$ cat src/rtl/core/csbwq_pkg.sv
// shared types, codes and defaults of the semaphore bank with wait queues
package csbwq_pkg;

	// default configuration
	localparam int NUM_SEMS_DEF    = 5;
	localparam int QUEUE_DEPTH_DEF = 16;
	localparam int PID_BITS_DEF    = 8;

	// action codes
	localparam logic [2:0] ACT_CREATE = 3'd0;
	localparam logic [2:0] ACT_WAIT   = 3'd1;
	localparam logic [2:0] ACT_SIGNAL = 3'd2;
	localparam logic [2:0] ACT_FIND   = 3'd3;
	localparam logic [2:0] ACT_REMOVE = 3'd4;

	// status codes
	localparam logic [2:0] STS_OK          = 3'd0;
	localparam logic [2:0] STS_BAD_INDEX   = 3'd1;
	localparam logic [2:0] STS_NEG_INIT    = 3'd2;
	localparam logic [2:0] STS_EXISTS      = 3'd3;
	localparam logic [2:0] STS_NOT_CREATED = 3'd4;
	localparam logic [2:0] STS_FULL        = 3'd5;
	localparam logic [2:0] STS_NOT_FOUND   = 3'd6;

	// request transaction
	typedef struct packed {
		logic [2:0]        action;
		logic [2:0]        sem_index;
		logic signed [7:0] init_count;
		logic [7:0]        proc_id;
	} req_t;

	// response transaction
	typedef struct packed {
		logic [2:0] status;
		logic       woken_valid;
		logic [7:0] woken_pid;
		logic [2:0] found_sem;
		logic       all_queues_empty;
	} rsp_t;

endpackage

$ cat src/rtl/core/csbwq_store.sv
// waiter memory: one write port, one read port with registered data
module csbwq_store #(
	parameter int AW = 7,
	parameter int DW = 8
) (
	input  logic          clk,
	input  logic          wr_en,
	input  logic [AW-1:0] wr_addr,
	input  logic [DW-1:0] wr_data,
	input  logic          rd_en,
	input  logic [AW-1:0] rd_addr,
	output logic [DW-1:0] rd_data
);

	localparam int DEPTH = 1 << AW;

	logic [DW-1:0] mem [DEPTH];

	// write port
	always_ff @(posedge clk) begin
		if (wr_en) begin
			mem[wr_addr] <= wr_data;
		end
	end

	// read port, data registered when rd_en is high
	always_ff @(posedge clk) begin
		if (rd_en) begin
			rd_data <= mem[rd_addr];
		end
	end

endmodule

$ cat src/rtl/core/counting_semaphore_bank_with_wait_queues.sv
// Bank of counting semaphores, each with a FIFO of waiting pids held in one
// synchronous memory laid out as one row of 2**ceil(log2(QUEUE_DEPTH)) slots
// per semaphore. Create, wait and invalid requests go from idle straight to
// the finish state, which loads the response register. Signal with a released
// waiter reads the oldest slot and then moves every newer entry down one
// slot, each entry read and then written back. Find walks the queues one
// memory read per entry, semaphore by semaphore; find and remove adds the
// same move-down pass as signal. One request is in work at a time; the next
// is taken once the response is written to the output register, even while
// that response is still stalled.
module counting_semaphore_bank_with_wait_queues #(
	parameter int NUM_SEMS    = csbwq_pkg::NUM_SEMS_DEF,
	parameter int QUEUE_DEPTH = csbwq_pkg::QUEUE_DEPTH_DEF,
	parameter int PID_BITS    = csbwq_pkg::PID_BITS_DEF
) (
	input  logic            clk,
	input  logic            arst_n,
	input  logic            req_valid,
	output logic            req_stall,
	input  csbwq_pkg::req_t req,
	output logic            rsp_valid,
	input  logic            rsp_stall,
	output csbwq_pkg::rsp_t rsp
);
	import csbwq_pkg::*;

	localparam int SW = (NUM_SEMS > 1) ? $clog2(NUM_SEMS) : 1;
	localparam int QW = $clog2(QUEUE_DEPTH);
	localparam int LW = $clog2(QUEUE_DEPTH + 1);
	localparam int AW = SW + QW;

	// sequencer states
	localparam logic [2:0] ST_IDLE     = 3'd0;
	localparam logic [2:0] ST_SIG_RD   = 3'd1;
	localparam logic [2:0] ST_SRCH_SEM = 3'd2;
	localparam logic [2:0] ST_SRCH_CMP = 3'd3;
	localparam logic [2:0] ST_DROP_CHK = 3'd4;
	localparam logic [2:0] ST_DROP_WR  = 3'd5;
	localparam logic [2:0] ST_FIN      = 3'd6;

	logic [2:0]          state_q;
	logic                created_q [NUM_SEMS];
	logic signed [15:0]  count_q [NUM_SEMS];
	logic [LW-1:0]       len_q [NUM_SEMS];
	logic [SW:0]         sem_q;
	logic [LW-1:0]       pos_q;
	logic [2:0]          act_q;
	logic [PID_BITS-1:0] pid_q;
	rsp_t                res_q;
	rsp_t                rsp_q;
	logic                rsp_valid_q;

	logic                wr_en;
	logic [AW-1:0]       wr_addr;
	logic [PID_BITS-1:0] wr_data;
	logic                rd_en;
	logic [AW-1:0]       rd_addr;
	logic [PID_BITS-1:0] rd_data;

	logic                accept;
	logic                idx_ok;
	logic                bad;
	logic [SW-1:0]       a_idx;
	logic                a_cr;
	logic signed [15:0]  a_cnt;
	logic [LW-1:0]       a_len;
	logic signed [15:0]  w_next;
	logic signed [15:0]  s_next;
	logic                push;
	logic                pop;
	logic [SW-1:0]       s_idx;
	logic                s_end;
	logic                s_cr;
	logic [LW-1:0]       s_len;
	logic                scan_start;
	logic                hit;
	logic                scan_step;
	logic [LW-1:0]       pos_nx;
	logic                move;
	logic                all_empty;
	rsp_t                res_d;
	rsp_t                fin_rsp;
	logic                rsp_load;

	csbwq_store #(
		.AW(AW),
		.DW(PID_BITS)
	) u_store (
		.clk    (clk),
		.wr_en  (wr_en),
		.wr_addr(wr_addr),
		.wr_data(wr_data),
		.rd_en  (rd_en),
		.rd_addr(rd_addr),
		.rd_data(rd_data)
	);

	assign req_stall = (state_q != ST_IDLE);
	assign rsp_valid = rsp_valid_q;
	assign rsp       = rsp_q;
	assign rsp_load  = (state_q == ST_FIN) && (!rsp_valid_q || !rsp_stall);

	// request decode
	always_comb begin
		accept = req_valid && (state_q == ST_IDLE);
		idx_ok = ({1'b0, req.sem_index} < 4'(NUM_SEMS));
		bad    = ((req.action <= ACT_SIGNAL) && !idx_ok) || (req.action > ACT_REMOVE);
		a_idx  = req.sem_index[SW-1:0];
		a_cr   = created_q[a_idx];
		a_cnt  = count_q[a_idx];
		a_len  = len_q[a_idx];
		w_next = (a_cnt == 16'sh8000) ? a_cnt : a_cnt - 16'sd1;
		s_next = (a_cnt == 16'sh7fff) ? a_cnt : a_cnt + 16'sd1;
		push   = accept && !bad && (req.action == ACT_WAIT) && a_cr && w_next[15]
			&& (a_len < LW'(QUEUE_DEPTH));
		pop    = accept && !bad && (req.action == ACT_SIGNAL) && a_cr
			&& (s_next[15] || (s_next == 16'sd0)) && (a_len != '0);
	end

	// scan and move-down control
	always_comb begin
		s_idx      = sem_q[SW-1:0];
		s_end      = (sem_q == (SW+1)'(NUM_SEMS));
		s_cr       = created_q[s_idx];
		s_len      = len_q[s_idx];
		scan_start = (state_q == ST_SRCH_SEM) && !s_end && s_cr && (s_len != '0);
		hit        = (rd_data == pid_q);
		scan_step  = (state_q == ST_SRCH_CMP) && !hit && (pos_q != '0);
		pos_nx     = pos_q + LW'(1);
		move       = (state_q == ST_DROP_CHK) && (pos_nx < s_len);
	end

	// memory port control
	always_comb begin
		wr_en   = 1'b0;
		wr_addr = {s_idx, pos_q[QW-1:0]};
		wr_data = rd_data;
		rd_en   = 1'b0;
		rd_addr = {s_idx, pos_nx[QW-1:0]};
		if (push) begin
			wr_en   = 1'b1;
			wr_addr = {a_idx, a_len[QW-1:0]};
			wr_data = PID_BITS'(req.proc_id);
		end else if (state_q == ST_DROP_WR) begin
			wr_en = 1'b1;
		end
		if (pop) begin
			rd_en   = 1'b1;
			rd_addr = {a_idx, QW'(0)};
		end else if (scan_start) begin
			rd_en   = 1'b1;
			rd_addr = {s_idx, QW'(s_len - LW'(1))};
		end else if (scan_step) begin
			rd_en   = 1'b1;
			rd_addr = {s_idx, QW'(pos_q - LW'(1))};
		end else if (move) begin
			rd_en = 1'b1;
		end
	end

	// empty flag over all created semaphores
	always_comb begin
		all_empty = 1'b1;
		for (int i = 0; i < NUM_SEMS; i++) begin
			if (created_q[i] && (len_q[i] != '0)) begin
				all_empty = 1'b0;
			end
		end
	end

	// next response contents
	always_comb begin
		res_d = res_q;
		if (accept) begin
			res_d = '0;
			if (bad) begin
				res_d.status = STS_BAD_INDEX;
			end else begin
				unique case (req.action)
					ACT_CREATE: begin
						if (req.init_count < 0) begin
							res_d.status = STS_NEG_INIT;
						end else if (a_cr) begin
							res_d.status = STS_EXISTS;
						end
					end
					ACT_WAIT: begin
						if (!a_cr) begin
							res_d.status = STS_NOT_CREATED;
						end else if (w_next[15] && !push) begin
							res_d.status = STS_FULL;
						end
					end
					ACT_SIGNAL: begin
						if (!a_cr) begin
							res_d.status = STS_NOT_CREATED;
						end
					end
					default: begin
					end
				endcase
			end
		end else if (state_q == ST_SIG_RD) begin
			res_d.woken_valid = 1'b1;
			res_d.woken_pid   = 8'(rd_data);
		end else if ((state_q == ST_SRCH_SEM) && s_end) begin
			res_d.status = STS_NOT_FOUND;
		end else if ((state_q == ST_SRCH_CMP) && hit) begin
			res_d.woken_pid = 8'(pid_q);
			res_d.found_sem = 3'(sem_q);
		end
		fin_rsp                  = res_q;
		fin_rsp.all_queues_empty = all_empty;
	end

	// sequencer and semaphore state
	always_ff @(posedge clk or negedge arst_n) begin
		if (!arst_n) begin
			state_q     <= ST_IDLE;
			rsp_valid_q <= 1'b0;
			sem_q       <= '0;
			pos_q       <= '0;
			act_q       <= ACT_CREATE;
			pid_q       <= '0;
			res_q       <= '0;
			rsp_q       <= '0;
			for (int i = 0; i < NUM_SEMS; i++) begin
				created_q[i] <= 1'b0;
				count_q[i]   <= '0;
				len_q[i]     <= '0;
			end
		end else begin
			res_q <= res_d;
			if (rsp_load) begin
				rsp_valid_q <= 1'b1;
			end else if (rsp_valid_q && !rsp_stall) begin
				rsp_valid_q <= 1'b0;
			end
			unique case (state_q)
				ST_IDLE: begin
					if (accept) begin
						act_q <= req.action;
						pid_q <= PID_BITS'(req.proc_id);
						if (bad) begin
							state_q <= ST_FIN;
						end else begin
							unique case (req.action)
								ACT_CREATE: begin
									if (!(req.init_count < 0) && !a_cr) begin
										created_q[a_idx] <= 1'b1;
										count_q[a_idx]   <= 16'(req.init_count);
										len_q[a_idx]     <= '0;
									end
									state_q <= ST_FIN;
								end
								ACT_WAIT: begin
									if (a_cr && !(w_next[15] && !push)) begin
										count_q[a_idx] <= w_next;
										if (push) begin
											len_q[a_idx] <= a_len + LW'(1);
										end
									end
									state_q <= ST_FIN;
								end
								ACT_SIGNAL: begin
									if (a_cr) begin
										count_q[a_idx] <= s_next;
									end
									if (pop) begin
										sem_q   <= {1'b0, a_idx};
										state_q <= ST_SIG_RD;
									end else begin
										state_q <= ST_FIN;
									end
								end
								default: begin
									sem_q   <= '0;
									state_q <= ST_SRCH_SEM;
								end
							endcase
						end
					end
				end
				ST_SIG_RD: begin
					pos_q   <= '0;
					state_q <= ST_DROP_CHK;
				end
				ST_SRCH_SEM: begin
					if (s_end) begin
						state_q <= ST_FIN;
					end else if (scan_start) begin
						pos_q   <= s_len - LW'(1);
						state_q <= ST_SRCH_CMP;
					end else begin
						sem_q <= sem_q + (SW+1)'(1);
					end
				end
				ST_SRCH_CMP: begin
					if (hit) begin
						state_q <= (act_q == ACT_REMOVE) ? ST_DROP_CHK : ST_FIN;
					end else if (pos_q != '0) begin
						pos_q <= pos_q - LW'(1);
					end else begin
						sem_q   <= sem_q + (SW+1)'(1);
						state_q <= ST_SRCH_SEM;
					end
				end
				ST_DROP_CHK: begin
					if (move) begin
						state_q <= ST_DROP_WR;
					end else begin
						len_q[s_idx] <= s_len - LW'(1);
						state_q      <= ST_FIN;
					end
				end
				ST_DROP_WR: begin
					pos_q   <= pos_nx;
					state_q <= ST_DROP_CHK;
				end
				ST_FIN: begin
					if (rsp_load) begin
						rsp_q   <= fin_rsp;
						state_q <= ST_IDLE;
					end
				end
				default: begin
					state_q <= ST_IDLE;
				end
			endcase
		end
	end

	// every taken request leaves idle
	a_accept_busy: assert property (@(posedge clk) disable iff (!arst_n)
		accept |=> (state_q != ST_IDLE))
		else $error("request taken without leaving idle");

	// a response appears only out of the finish state
	a_rsp_from_fin: assert property (@(posedge clk) disable iff (!arst_n)
		$rose(rsp_valid_q) |-> $past(state_q == ST_FIN))
		else $error("response raised outside finish state");

	// each move-down write follows its read
	a_drop_order: assert property (@(posedge clk) disable iff (!arst_n)
		(state_q == ST_DROP_WR) |-> $past(state_q == ST_DROP_CHK))
		else $error("move-down write without read");

	// a released waiter goes with an ok status
	a_woken_ok: assert property (@(posedge clk) disable iff (!arst_n)
		(rsp_valid_q && rsp_q.woken_valid) |-> (rsp_q.status == STS_OK))
		else $error("woken pid with error status");

endmodule
$ cat config.mk
export PLATFORM = sky130hd
export DESIGN_NAME = counting_semaphore_bank_with_wait_queues
export DESIGN_NICKNAME = d
export VERILOG_FILES = /design/src/rtl/core/csbwq_pkg.sv /design/src/rtl/core/csbwq_store.sv /design/src/rtl/core/counting_semaphore_bank_with_wait_queues.sv
export SDC_FILE = /design/constraint.sdc
export NUM_CORES = 2
export LEC_CHECK = 0
export ABC_AREA = 1
export BUFFER_PORTS_ARGS = -buffer_cell sky130_fd_sc_hd__buf_2
export CORE_AREA = 10 10 337 339
export CTS_CLUSTER_DIAMETER = 50
export DETAILED_ROUTE_END_ITERATION = 10
export DIE_AREA = 0 0 347 349
export PLACE_DENSITY = 0.7
export SLEW_MARGIN = 25
export SYNTH_ARGS = -nofsm -noshare
export SYNTH_HDL_FRONTEND = slang
export SYNTH_SLANG_ARGS = --single-unit
$ cat constraint.sdc
create_clock -name clk -period 4.9 [get_ports clk]
set_input_delay 0.245 -clock clk [delete_from_list [all_inputs] [get_ports clk]]
set_output_delay 0.245 -clock clk [all_outputs]
set_load 0.005 [all_outputs]
# [Word level (Yosys, flattened, before mapping)]
# Memory sizes are Yosys's and may differ from the RTL's. A register that Yosys moved wholly into a read port is not among the register bits.
# Index checks and enable logic that the tools add are counted.
[word_totals] reg_bits=165 ramBits=1024 out_inout_bits=18 wordCells=272 mem_count=1
[classes] add_sub_neg=7 magnitude_cmp=10 eq_ne=37 mux=103 n_bitwise=6 n_reduce_logical=78
[mem_list] name="u_store.mem" depth=128 word_bits=8 rd=1 rd_ports_with_merged_regs=1 write_ports=1 line="csbwq_store.sv:17" rtl="logic [DW-1:0] mem [DEPTH];"
[ops] operator="bitwise mux 80 bit" n=3
[ops] operator="2-to-1 mux 80 bit" n=3
[ops] operator="case mux 80 bit (3 select lines)" n=1
[ops] operator="2-to-1 mux 25 bit" n=6
[ops] operator="case mux 25 bit (2 select lines)" n=2
[ops] operator="2-to-1 mux 16 bit" n=5
[ops] operator="bitwise mux 25 bit" n=2
[ops] operator="2-to-1 mux 5 bit" n=10
[ops] operator="binary-select mux 16 bit (select 3 bit)" n=1
[ops] operator="demux 16 bit (select 3 bit)" n=1
[ops] operator="2-to-1 mux 3 bit" n=15
[ops] operator="nonzero test 5 bit" n=8
[ops] operator="2-to-1 mux 4 bit" n=9
[ops] operator="equality test 16 bit, second input constant" n=2
[ops] operator="logical AND 1 bit" n=31
[ops] operator="binary-select mux 5 bit (select 3 bit)" n=2
[ops] operator="demux 5 bit (select 3 bit)" n=2
[ops] operator="!= test 2 bit, second input constant" n=14
[ops] operator="bitwise AND 25 bit" n=1
[ops] operator="inverter 25 bit" n=1
[ops] operator="2-to-1 mux 11 bit" n=2
[ops] operator="2-to-1 mux 1 bit" n=21
[ops] operator="case mux 5 bit (4 select lines)" n=1
[ops] operator="!= test 3 bit, second input constant" n=6
[ops] operator="other kinds (50)" n=92

# [Longest topological paths before layout]
[depth] depth_word=19 mapped_depth=33

# [Modules after synthesis]
# Synthesis repeated with hierarchy kept, for this count alone.
[hier_totals] cells_unflattened=5647 hier_area_um2=55573.3
[by_module_without_submodules] module="csbwq_store" n_inst=1 cells_per_inst=3575 area_each_um2=42184.2 seq_area_each_um2=30989.7
[by_module_without_submodules] module="counting_semaphore_bank_with_wait_queues" n_inst=1 cells_per_inst=2072 area_each_um2=13389.1 seq_area_each_um2=4129.0

# [Least setup slack after synthesis]
# No wires, ideal clock.
[synth_path] path_type="input port to flip-flop" startpoint="in req[16] (netlist bit)" endpoint="mem u_store.mem[0][2], data pin" setup_ns=0.735 arrival_time_ns=3.761 required_time_ns=4.165 path_slack_ns=0.404 path_stages=22 path_cell_list="buf_4 > inv_2 > buf_2 > nand3_1 > nand2_1 > nor2_1 > nand2_4 > inv_2 > ha_1 > inv_1 > nor2_1 > inv_1 > nor2_1 > nand2_2 > nand2_2 > nand2_2 > nor3_4 > inv_2 > buf_4 > buf_2 > nand2_1 > nand2_1"
[synth_via] elab_chain_len=11 word_cells_on_any_way=25 classes_between="1 x add/sub; 2 x order compare; 1 x eq/ne; 11 x mux; 1 x bitwise; 9 x reduce/logical"
[synth_rtl] element="from (decl)" line="counting_semaphore_bank_with_wait_queues.sv:20" rtl="input csbwq_pkg::req_t req,"
[synth_rtl] element="branches (longest 9 deep; another with subtractor 16 x 2 -> 16 bit)"
[synth_rtl] element="logical AND 1 bit *" line="counting_semaphore_bank_with_wait_queues.sv:115" rtl="&& (a_len < LW'(QUEUE_DEPTH));"
[synth_rtl] element="2-to-1 mux 8 bit *" line="counting_semaphore_bank_with_wait_queues.sv:140" rtl="if (push) begin"
[synth_rtl] element="named net u_store.wr_data[2]" line="csbwq_store.sv:9" rtl="input logic [DW-1:0] wr_data,"
[synth_rtl] element="to (decl)" line="csbwq_store.sv:17"
# Mark *: on every way through the listed nets, which the timed path passes. The select of a mux whose other input is x is not followed.

# [Worst setup path in the final report]
[layout_path] startpoint="reg state_q[0]" endpoint="mem u_store.mem[36][7], enable pin"
[layout_via] elab_chain_len=10 word_cells_on_any_way=13 classes_between="1 x eq/ne; 5 x mux; 7 x reduce/logical"
[layout_rtl] element="from (decl)" line="counting_semaphore_bank_with_wait_queues.sv:41" rtl="logic [2:0] state_q;"
[layout_rtl] element="from (signal assigned)" line="counting_semaphore_bank_with_wait_queues.sv:300" rtl="state_q <= (act_q == ACT_REMOVE) ? ST_DROP_CHK : ST_FIN;"
[layout_rtl] element="logical NOT 3 bit" line="counting_semaphore_bank_with_wait_queues.sv:105" rtl="accept = req_valid && (state_q == ST_IDLE);"
[layout_rtl] element="logical AND 1 bit" line="counting_semaphore_bank_with_wait_queues.sv:105"
[layout_rtl] element="logical AND 1 bit (4 in a row)" line="counting_semaphore_bank_with_wait_queues.sv:114" rtl="push = accept && !bad && (req.action == ACT_WAIT) && a_cr && w_next[15]"
[layout_rtl] element="logical AND 1 bit" line="counting_semaphore_bank_with_wait_queues.sv:115"
[layout_rtl] element="2-to-1 mux 1 bit" line="counting_semaphore_bank_with_wait_queues.sv:140"
[layout_rtl] element="2-to-1 mux 1 bit" line="csbwq_store.sv:21" rtl="if (wr_en) begin"
[layout_rtl] element="2-to-1 mux 1 bit (not written as such)" line="csbwq_store.sv:22" rtl="mem[wr_addr] <= wr_data;"
# Parallel ways exist; a longest one is shown, timed or not.

==> impl_metrics.csv <==
group,metric,value,unit
hold_path,hp-class,"in2reg",
drt,vias,46300,
drt,drt_iter0_markers,5273,
timing,period_needed,4650,ps
placement,port_buffers,43,
yosys,synthArstFlopShare,13.8,%
yosys,synthMuxAreaShare,0.339,%
drt,drtPass1Iterations,6,
timing,worst_pin_slew,962,ps
grt,grt_pass1_vias,44800,
cts,clock_latency,760,ps
drt,routedWlPerCell,23.2,µm
yosys,yosysWarnings,0,
power_and_ir_drop,ir_worst_vdd,473,µV
yosys,synth_flop_cell,"edfxtp_1",
worst_setup_path,crit_type,"reg2reg",
timing,slew-limit-headroom,35.0,%
yosys,postSynthCellCount,5974,
yosys,syn_area_per_cell,9.76,µm²
yosys,synthXorXnorAreaFrac,0.360,%
timing,setup_viol,0,
cts,cts_tree,"built",
placement,globalplace.congestion,0.969,
floorplan,dieArea,121000,µm²
yosys,yosysSeqAreaShare,60.2,%
power_and_ir_drop,p_leak,24.8,nW
timing,timing.hold.ws,54.2,ps
worst_setup_path,cp_max_fo,8,
yosys,synth_compound_area_share,6.35,%
floorplan,placementRows,120,
yosys,synth_edf_count,1032,
layout,final_util,63.3,%
cts,cts_buffer_depth,3,
yosys,synthSimpleGateAreaFrac,24.9,%
layout,area_growth,15.7,%
cts,cts.sinks,1197,
timing,fmax,0.215,GHz
drt,drc_errors,0,
yosys,syn_area,58300,µm²
timing,hold_viol_final,0,
power_and_ir_drop,power.total,22.5,mW
drt,routed_wl,178,mm
cts,ctsRootBufferMaster,"clkbuf_16",
layout,fillers,8436,
layout,antennaDiodeCount,0,
grt,grtUsageTotal,28.9,%
grt,grt_overflow,0,
drt,final_antenna_net_count,0,
timing,period_share,94.8,%
floorplan,num_io_pins,44,
cts,cts-htree-levels,4,
flow_run,drv_cap,0,
cts,cts_buffers,140,
layout,nets,6229,
worst_setup_path,critPathCaptureType,"register",
yosys,ys_types,57,
cts,path_clk_slew,60,ps
worst_setup_path,startpoint_type,"register",
layout,final_cell_mix,"nand3_1 (1,063), edfxtp_1 (1,032), nand2_1 (961)",
layout,final_common_cell,"nand3_1",
status,status,"complete, no violations",
grt,grt_max_degree,129,
worst_setup_path,worstPathRequired,5280,ps
drt,viasPerCell,6.01,
yosys,synth_top_family_by_area,"simple AND/OR/NAND/NOR gates",
floorplan,die_w,347,µm
floorplan,fp.dieH,349,µm
grt,antenna_found_initial,2,
timing,skew,44.5,ps
floorplan,coreArea,107000,µm²
timing,setup_tns,0,ps
placement,dp_hpwl,112,mm
layout,drive_gt1_share,12.9,%
yosys,syn_nets,6015,
timing,maxSlewViolCount,0,
floorplan,initial_core_util,54.7,%
yosys,synth_fa_ha_area_share,0.322,%
power_and_ir_drop,power_density,333,nW/µm²
grt,grt_pass1_wl,271,mm
yosys,synth-seq-cells,1197,
worst_setup_path,cp.arrival,5020,ps
synth_stat cells, types with 51 or more instances:
| cell | instances | share of area (%) |
|---|---|---|
| o2111ai_1 | 52 | 0.78 |
| a21oi_1 | 57 | 0.49 |
| nand3b_1 | 360 | 4.6 |
| nand2_1 | 971 | 6.2 |
| clkbuf_1 | 136 | 0.88 |
| o21ai_0 | 286 | 2.5 |
| or2_2 | 51 | 0.55 |
| dfrtp_1 | 165 | 7.1 |
| edfxtp_1 | 1032 | 53 |
| nand3_1 | 1066 | 9.1 |
| nor2_1 | 473 | 3.0 |
| inv_1 | 676 | 4.4 |
| buf_2 | 197 | 1.7 |
critical path, cell delays in order, from the launching register on:
cell and delay [ps]:
dfrtp_1 430, nor2_1 260, inv_1 90, nor2_1 130, inv_1 120, nor2_1 180
inv_1 80, nor2_1 300, inv_1 100, nor2_1 150, inv_1 100, nor3_4 200
inv_2 90, buf_4 170, o21ai_1 390, inv_2 90, nor2_2 300, buf_4 180
nand2_1 200, nor2_1 700
logic make-up after synthesis:
| group | count (synthesis) |
|---|---|
| DFF | 1197 |
| muxes | 19 |
| buffers and inverters | 1083 |
| AOI/OAI and AO/OA | 606 |
| xor gates and xnor gates | 24 |
| and+or+nand+nor | 3030 |
| adders and majority gates | 15 |
per-stage QoR:
stage,cells,area (µm²),worst slack (ps)
global placement,7433,62400,-344
finish,7709,67500,255
global route,7709,67500,-27.4
detailed placement,7433,62400,-383
CTS,7708,67400,19.6
floorplan,5974,58300,404
power breakdown:
group	switching (mW)	internal [mW]
Clock	4.29	6.51
Combinational	0.480	0.212
Sequential	0.0134	10.9
Total	4.78	17.7
layout make-up:
type                       instances  area, µm²  share of cell area (%)
sequential                      1197      35100                    52.0
inverter                         710       2690                    3.98
clock inverter                    82        997                    1.48
clock buffer                     178       3810                    5.65
tap                             1403       1760                    2.60
timing repair buffer             445       4120                    6.11
multi-input combinational       3694      19000                    28.1
sequential cells by signal (all words and copies together), names as in the netlist:
| signal | cells |
|---|---|
| state_q | 3 |
| sem_q | 4 |
| rsp_valid | 1 |
| len_q | 25 |
| pos_q | 5 |
| count_q | 80 |
| act_q | 3 |
| u_store.mem | 1024 |
| created_q | 5 |
| pid_q | 8 |
| fin_rsp | 15 |
| u_store.rd_data | 8 |
| rsp | 16 |
what timing repair did:
action / CTS / global route
pin swaps: 0 / 1
hold endpoints to repair: 79 / 0
setup endpoints to repair: 5 / 8
hold buffers: 15 / 0
cloned: 0 / 1
gates resized for setup: 1 / 22
buffers inserted: 0 / 0
metal layers:
metal  vias up  wire, µm  track usage (%)
met4         4     10800             15.8
li1      21000         -                -
met3       568     15300             4.64
met5         -        27                0
met2      2579     83700             46.8
met1     22100     68600             37.0
final timing paths:
path / start / end / slack, ps / depth (start not counted)
setup reg to reg: state_q[0] / u_store.mem[36][7] / 250 / 19
setup / recovery: state_q[0] / u_store.mem[36][7] / 250 / 19
max in group asynchronous: arst_n / len_q[21] / 3550 / 3
hold / removal: req[9] / count_q[17] / 50 / 5
hold reg to reg: rsp[10] / rsp[10] / 490 / 2
min in group asynchronous: arst_n / count_q[52] / 80 / 2
No activity file was read; power rests on OpenSTA's default activity.
